<file path="src/hw/rtl/fmts_pkg.sv">
// Shared types, codes and constants of the Fourier mode turbulence synthesizer.
// No dependencies; used by every RTL file of the block.
`timescale 1ns / 1ps
package fmts_pkg;

  localparam int N_MODES_DEF   = 32;
  localparam int N_SEEDS_DEF   = 16;
  localparam int FRAC_BITS_DEF = 16;

  localparam int WORD_W    = 32;
  localparam int CFG_IDX_W = 3;
  localparam int ROOT_STEPS = 32;
  localparam int DIV_LONG_STEPS  = 64;
  localparam int DIV_SHORT_STEPS = 32;

  localparam logic [1:0] CMD_LOAD_MODE = 2'd0;
  localparam logic [1:0] CMD_LOAD_SEED = 2'd1;
  localparam logic [1:0] CMD_COMPUTE   = 2'd2;

  localparam logic [CFG_IDX_W-1:0] CFG_CUTOFF  = 3'd0;
  localparam logic [CFG_IDX_W-1:0] CFG_MESH    = 3'd1;
  localparam logic [CFG_IDX_W-1:0] CFG_MINLEN  = 3'd2;
  localparam logic [CFG_IDX_W-1:0] CFG_MINVEL  = 3'd3;
  localparam logic [CFG_IDX_W-1:0] CFG_ACTIVE  = 3'd4;

  // odd quarter-wave sine polynomial, Q30
  localparam logic [31:0] SIN_A1 = 32'd1686629713;
  localparam logic [31:0] SIN_A3 = 32'd693598668;
  localparam logic [31:0] SIN_A5 = 32'd85569306;
  localparam logic [31:0] SIN_A7 = 32'd5026995;
  localparam logic [31:0] SIN_A9 = 32'd172272;

  typedef struct packed {
    logic [1:0]         cmd;
    logic [7:0]         slot;
    logic signed [31:0] vec_a_x;
    logic signed [31:0] vec_a_y;
    logic signed [31:0] vec_a_z;
    logic signed [31:0] vec_b_x;
    logic signed [31:0] vec_b_y;
    logic signed [31:0] vec_b_z;
    logic signed [31:0] vec_c_x;
    logic signed [31:0] vec_c_y;
    logic signed [31:0] vec_c_z;
  } fmts_in_t;

  typedef struct packed {
    logic [7:0]         node_tag;
    logic signed [31:0] flu_axial;
    logic signed [31:0] flu_lateral;
    logic signed [31:0] flu_vertical;
  } fmts_out_t;

endpackage

</file>
<file path="src/hw/rtl/fmts_div.sv">
// Iterative restoring divider: 64 or 32 quotient steps, one bit per cycle.
// Divisor below 2^31, held by the caller while busy. Depends on fmts_pkg.
`timescale 1ns / 1ps
module fmts_div (
  input  logic        clk_i,
  input  logic        rst_ni,
  input  logic        start_i,
  input  logic        long_i,
  input  logic [63:0] dvd_i,
  input  logic [30:0] rem_i,
  input  logic [30:0] den_i,
  output logic        done_o,
  output logic [31:0] quo_o,
  output logic [30:0] rem_o
);
  import fmts_pkg::*;

  logic        busy_q, done_q;
  logic [6:0]  cnt_q;
  logic [31:0] rem_q, quo_q;
  logic [63:0] dvd_q;
  logic [31:0] shifted;
  logic        ge;

  assign shifted = {rem_q[30:0], dvd_q[63]};
  assign ge      = (shifted >= {1'b0, den_i});

  always_ff @(posedge clk_i or negedge rst_ni) begin
    if (!rst_ni) begin
      busy_q <= 1'b0;
      done_q <= 1'b0;
      cnt_q  <= '0;
    end else if (start_i) begin
      busy_q <= 1'b1;
      done_q <= 1'b0;
      cnt_q  <= long_i ? 7'(DIV_LONG_STEPS) : 7'(DIV_SHORT_STEPS);
    end else if (busy_q) begin
      cnt_q <= cnt_q - 7'd1;
      if (cnt_q == 7'd1) begin
        busy_q <= 1'b0;
        done_q <= 1'b1;
      end
    end else begin
      done_q <= 1'b0;
    end
  end

  always_ff @(posedge clk_i) begin
    if (start_i) begin
      rem_q <= {1'b0, rem_i};
      dvd_q <= dvd_i;
      quo_q <= '0;
    end else if (busy_q) begin
      rem_q <= ge ? (shifted - {1'b0, den_i}) : shifted;
      dvd_q <= dvd_q << 1;
      quo_q <= {quo_q[30:0], ge};
    end
  end

  assign done_o = done_q;
  assign quo_o  = quo_q;
  assign rem_o  = rem_q[30:0];

endmodule

</file>
<file path="config.mk">
export PLATFORM = sky130hd
export DESIGN_NAME = fmts_div
export DESIGN_NICKNAME = d
export VERILOG_FILES = /design/src/hw/rtl/fmts_pkg.sv /design/src/hw/rtl/fmts_div.sv
export SDC_FILE = /design/constraint.sdc
export NUM_CORES = 1
export LEC_CHECK = 0
export ABC_AREA = 0
export BUFFER_PORTS_ARGS = -buffer_cell sky130_fd_sc_hd__buf_2
export CAP_MARGIN = 10
export CORE_MARGIN = 5
export CORE_UTILIZATION = 40
export CTS_BUF_LIST = sky130_fd_sc_hd__clkbuf_4 sky130_fd_sc_hd__clkbuf_8 sky130_fd_sc_hd__clkbuf_16
export DETAILED_ROUTE_END_ITERATION = 7
export PLACE_DENSITY = 0.64
export SLEW_MARGIN = 20
export SYNTH_ARGS = -nofsm -noshare
export SYNTH_HDL_FRONTEND = slang
export SYNTH_SLANG_ARGS = --single-unit
</file>
<file path="constraint.sdc">
create_clock -name clk_i -period 6.8 [get_ports clk_i]
set_clock_uncertainty 0.05 [all_clocks]
set_input_delay 0.34 -clock clk_i [delete_from_list [all_inputs] [get_ports clk_i]]
set_output_delay 0.34 -clock clk_i [all_outputs]
set_load 0.05 [all_outputs]
</file>
* After elaboration in Yosys (flattened, before gate mapping) *
Index checks and enable logic that the tools add are counted.

cells by class
  add/sub/neg operators = 2
  $lt $le $gt $ge = 1
  equal/unequal tests = 2
  muxes and demuxes = 14
  reductions and logical operators = 1

operator list
  operator                                                            number
  64-bit 2-to-1 mux                                                   2
  31-bit 2-to-1 mux                                                   3
  32-bit by 31-bit greater-or-equal comparator with 1-bit output      1
  31-bit subtractor                                                   1
  7-bit 2-to-1 mux                                                    3
  7-bit by 1-bit == test with 1-bit output, second input constant     1
  7-bit by 1-bit subtractor with 7-bit output, second input constant  1
  1-bit 2-to-1 mux                                                    6
  3-bit by 2-bit != test with 1-bit output, second input constant     1
  2-bit nonzero test                                                  1

word-level totals
  register bits = 136
  input bits = 130
  output and inout port bits = 64
  word-level logic and storage cells = 26

* Depth between registers and ports, before layout *
  depth in word-level cells = 4
  mapped depth = 13

* Worst setup path after synthesis *
No wires, ideal clock.

  path type = register to register
  from = register busy_q
  to = register dvd_q[0] (enable)
  arrival = 2.545 ns
  required time = 6.337 ns
  slack = 3.792 ns
  stages on the path, launching flop included = 5
  buffers on the path = 3
  period minus slack after synthesis = 3.008 ns
  path through = dfrtp_1 -> clkbuf_1 -> buf_1 -> buf_1 -> or2_2

on the way
  longest elaborated chain between the ends = 1

ends and longest elaborated chain
  what                                 RTL line        source
  from (decl)                          fmts_div.sv:18  logic busy_q, done_q;
  from (signal assigned)               fmts_div.sv:30  busy_q <= 1'b0;
  from (signal assigned)               fmts_div.sv:34  busy_q <= 1'b1;
  from (signal assigned)               fmts_div.sv:40  busy_q <= 1'b0;
  2-bit nonzero test (no source line)  -
  to (signal assigned)                 fmts_div.sv:51  dvd_q <= dvd_i;
  to (signal assigned)                 fmts_div.sv:55  dvd_q <= dvd_q << 1;
  to (decl)                            fmts_div.sv:21  logic [63:0] dvd_q;

Every way passes these cells.
A chain may end at the register's enable or synchronous reset.

* Worst setup path in the final report *
  from = register dvd_q[63]
  to = register rem_q[22], data pin

on the way
  longest elaborated chain between the ends = 4

ends and longest elaborated chain
  what                                                                                                        RTL line                        source
  31-bit subtractor / 32-bit by 31-bit greater-or-equal comparator with 1-bit output (equally long branches)  fmts_div.sv:54, fmts_div.sv:26
  31-bit 2-to-1 mux *                                                                                         fmts_div.sv:54                  rem_q <= ge ? (shifted - {1'b0, den_i}) : shifted;
  31-bit 2-to-1 mux *                                                                                         fmts_div.sv:53                  end else if (busy_q) begin
  31-bit 2-to-1 mux *                                                                                         fmts_div.sv:49                  if (start_i) begin
  to (signal assigned)                                                                                        fmts_div.sv:50                  rem_q <= {1'b0, rem_i};
  to (signal assigned)                                                                                        fmts_div.sv:54
  to (decl)                                                                                                   fmts_div.sv:20                  logic [31:0] rem_q, quo_q;

Mark *: on every way between the ends. The rest lies on a longest branch, timed or not. The select of a mux whose other input is x is not followed.

==> impl_summary.log <==
INFO  metric postCtsSetupBuffers = 0
INFO  metric resized_after_cts = 0
INFO  metric route.final.wire_length = 19310 um
INFO  metric clock-root-buffer = sky130_fd_sc_hd__clkbuf_16
INFO  metric hold_path_startpoint = long_i
INFO  metric drt_pre_antenna_iters = 5
INFO  metric post-route-period-util = 50.62%
INFO  metric cts.sinks = 136
INFO  metric global_route.overflow_total = 0
INFO  metric number_of_nets_in_the_final_layout = 1050
INFO  metric remaining_drc_errors = 0
INFO  metric clk_latency = 0.41 ns
INFO  metric tritoncts.num_buffers = 17
INFO  metric port_buffers = 193
INFO  metric fp.dieW = 148.7 um
INFO  metric grt_start_max_net_pins = 79
INFO  metric remaining_number_of_nets_flagged_by_the_antenna_check_after_routing = 0
INFO  metric via_count_of_the_first_global_routing_pass = 5908
INFO  metric ctsLongestPathBuffers = 2
INFO  metric cts_tree = done
INFO  metric crit_path_max_fanout = 23
INFO  metric antenna_found_initial = 6
INFO  metric synth_area = 7695 sq um
INFO  metric timing.slew.headroom = 29.08%
INFO  metric final-setup-viol-count = 0
INFO  metric cp.arrival = 3.54 ns
INFO  metric post_synth_inst_count = 706
INFO  metric hold_class = input pin to flop
INFO  metric cts_htree_levels = 4
INFO  metric number_of_flops_mapped_to_enable_cells_by_yosys = 95
INFO  metric synth_warnings = 0
INFO  metric reg2reg_from = dvd_q[63]
INFO  metric design_area = 9463 sq um
INFO  metric start_kind = flop
INFO  metric report.final.slew_viol_count = 0
INFO  metric worstPathRequired = 6.89 ns
INFO  metric layout_min_cycle_time = 3.442 ns
INFO  metric fill_cell_instance_count_of_the_final_layout = 1773
INFO  metric synth-seq-area-share = 48.33%
INFO  metric timing.critical_path.from = dvd_q[63]
INFO  metric core_area = 18830 sq um
INFO  metric detailroute.via_count = 5901
INFO  metric placement.cell_area = 8856 sq um
INFO  metric crit_type = flop to flop
INFO  metric mappedNetlistNets = 870
INFO  metric rows = 50
INFO  metric ys_async_sr_fraction = 6.618%
INFO  metric synth_cell_type_count = 69
INFO  metric max-cap-violations = 0
INFO  metric floorplan.die.height = 148.7 um
INFO  metric end_kind = flop
INFO  metric achievable-frequency = 290.5 MHz
INFO  metric grt_pass1_wl = 30810 um
INFO  metric num_io_pins = 194
INFO  metric initial_utilization = 40.86%
INFO  metric cts_hold_buffers = 1
INFO  metric worstMarginPinSlew = 1.064 ns
INFO  metric wl_per_cell = 16.64 um
INFO  metric dp.final_hpwl = 14030 um
INFO  metric flow.area_growth_from_synthesis = 22.98%
INFO  metric setup_total_negative_slack = 0 ns
INFO  metric drt-initial-drc-count = 282
INFO  metric hold_viol = 0
INFO  metric die_area = 22110 sq um
INFO  metric route.detailed.vias_per_inst = 5.087
INFO  metric power.static_leakage = 4.445 nW
INFO  metric outcome = finished clean
INFO  metric power_per_cell_area = 444.9 nW/um^2
INFO  metric ys.flop_type = sky130_fd_sc_hd__edfxtp_1
INFO  metric clkTransAtPathRegs = 0.06 ns
INFO  metric final_layout_size_suffix_gt1_share = 34.48%
INFO  metric grt_util_all_layers = 17.45%
INFO  metric synth-seq-cells = 136
INFO  metric rd_place_congestion = 0.8743
INFO  metric worst_ir_drop_vdd = 188.2 uV
INFO  metric avgSynthCellArea = 10.90 sq um
INFO  metric grt_setup_unrepaired = no
kinds of logic (layout without fill, tap and decap cells):
group / after synthesis / in the layout / synth area share [%]
other: 0 / 1 / 0
adder cells (fa/ha/maj): 34 / 34 / 5.626
flip-flops: 136 / 136 / 48.33
XOR/XNOR: 24 / 24 / 2.732
multiplexers: 114 / 114 / 15.87
AND/OR/NAND/NOR: 170 / 170 / 10.63
AO/OA/AOI/OAI: 148 / 148 / 12.55
buffers and inverters: 80 / 273 / 4.260
where the power goes:
part / switching (W) / total, W / internal [W]
Clock: 0.000388 / 0.000942 / 0.000554
Sequential: 0.000140 / 0.00126 / 0.00112
Combinational: 0.00127 / 0.00201 / 0.000735
Total: 0.00180 / 0.00421 / 0.00241
flip-flops by register name, indices dropped and copies added (netlist names):
signal,cells
dvd_q,64
quo_o,32
rem_q,31
cnt_q,7
busy_q,1
done_o,1
final cells by class:
| class | count | area (sq um) | share of cell area [%] |
|---|---|---|---|
| Antenna cell | 1 | 2.502 | 0.02644 |
| Clock buffer | 18 | 432.9 | 4.575 |
| Clock inverter | 14 | 161.4 | 1.706 |
| Inverter | 43 | 161.4 | 1.706 |
| Multi-Input combinational cell | 490 | 3651 | 38.58 |
| Sequential cell | 136 | 3720 | 39.31 |
| Tap cell | 260 | 325.3 | 3.438 |
| Timing Repair Buffer | 198 | 1008 | 10.66 |
per-layer routing:
metal / GRT usage [%] / up-vias / wire length [um]
met5: 0 / - / 80
met4: 4.203 / 12 / 228
met3: 7.252 / 27 / 1849
met2: 26.57 / 192 / 8499
met1: 23.20 / 2733 / 8647
li1: - / 2937 / -
metrics by stage:
step           cells  utilization [%]  power [W]  setup WS [ns]  hold WS (ns)
6_report        1160            50.25   0.004210          3.358        0.1245
5_1_grt         1159            50.24   0.004490          3.101        0.1300
4_1_cts         1159            50.24   0.004244          3.350        0.1018
3_5_place_dp    1126            47.03   0.003285          3.256        0.1523
3_3_place_gp    1126            47.03   0.003263          3.361        0.1556
2_1_floorplan    706                -   0.002844          3.792     -0.005591
cells in the mapped netlist (3+ instances only):
master | number | share of area [%]
sky130_fd_sc_hd__edfxtp_1 | 95 | 37
sky130_fd_sc_hd__mux2_2 | 64 | 9.4
sky130_fd_sc_hd__nor2_1 | 58 | 2.8
sky130_fd_sc_hd__mux2i_1 | 50 | 6.5
sky130_fd_sc_hd__nand2_1 | 48 | 2.3
sky130_fd_sc_hd__inv_1 | 42 | 2.0
sky130_fd_sc_hd__o21ai_0 | 39 | 2.5
sky130_fd_sc_hd__a21oi_1 | 34 | 2.2
sky130_fd_sc_hd__ha_1 | 33 | 5.4
sky130_fd_sc_hd__dfxtp_1 | 32 | 8.3
sky130_fd_sc_hd__clkbuf_1 | 24 | 1.2
sky130_fd_sc_hd__a21o_1 | 18 | 1.8
sky130_fd_sc_hd__xnor2_1 | 17 | 1.9
sky130_fd_sc_hd__nand3_1 | 12 | 0.78
sky130_fd_sc_hd__dfrtp_1 | 9 | 2.9
sky130_fd_sc_hd__nor3_1 | 9 | 0.59
sky130_fd_sc_hd__o21ai_1 | 9 | 0.59
sky130_fd_sc_hd__nand4_1 | 8 | 0.65
sky130_fd_sc_hd__a31oi_1 | 7 | 0.57
sky130_fd_sc_hd__xor2_1 | 7 | 0.80
sky130_fd_sc_hd__buf_1 | 6 | 0.29
sky130_fd_sc_hd__and2_1 | 5 | 0.41
sky130_fd_sc_hd__o21a_1 | 5 | 0.49
sky130_fd_sc_hd__buf_2 | 4 | 0.26
sky130_fd_sc_hd__o211ai_1 | 4 | 0.39
sky130_fd_sc_hd__a211oi_1 | 3 | 0.29
sky130_fd_sc_hd__a21boi_0 | 3 | 0.29
sky130_fd_sc_hd__and3_1 | 3 | 0.24
sky130_fd_sc_hd__buf_6 | 3 | 0.44
sky130_fd_sc_hd__nand2b_1 | 3 | 0.24
sky130_fd_sc_hd__nor2b_1 | 3 | 0.24
sky130_fd_sc_hd__o2111ai_1 | 3 | 0.34
cells in the final DEF (no fill, tap or decap), types with 18 or more instances in the layout:
cell type,netlist,layout
sky130_fd_sc_hd__dfxtp_1,32,32
sky130_fd_sc_hd__inv_1,42,42
sky130_fd_sc_hd__nor2_1,58,58
sky130_fd_sc_hd__buf_2,4,192
sky130_fd_sc_hd__o21ai_0,39,39
sky130_fd_sc_hd__nand2_1,48,48
sky130_fd_sc_hd__ha_1,33,33
sky130_fd_sc_hd__a21o_1,18,18
sky130_fd_sc_hd__mux2_2,64,64
sky130_fd_sc_hd__a21oi_1,34,34
sky130_fd_sc_hd__mux2i_1,50,50
sky130_fd_sc_hd__edfxtp_1,95,95
critical path, stage by stage, from the launching register on:
cell and delay (ns):
sky130_fd_sc_hd__edfxtp_1 0.34, sky130_fd_sc_hd__inv_1 0.04, sky130_fd_sc_hd__ha_1 0.20, sky130_fd_sc_hd__fa_1 0.44, sky130_fd_sc_hd__nor2b_4 0.14, sky130_fd_sc_hd__o31a_1 0.19, sky130_fd_sc_hd__a41oi_2 0.16, sky130_fd_sc_hd__o211ai_4 0.16
sky130_fd_sc_hd__a211oi_4 0.14, sky130_fd_sc_hd__nor2_4 0.53, sky130_fd_sc_hd__buf_4 0.43, sky130_fd_sc_hd__mux2i_1 0.25, sky130_fd_sc_hd__a21oi_1 0.08
path summary, 6_finish.rpt:
path,cells after the start,end,slack [ns]
hold reg to reg,2,quo_o[31],0.44
hold / removal,3,cnt_q[6],0.12
setup / recovery,12,rem_q[22],3.36
setup reg to reg,12,rem_q[22],3.36
max in group asynchronous,2,busy_q,6.25
min in group asynchronous,2,cnt_q[4],0.25
Note: power is estimated with default switching activity, not from simulation.
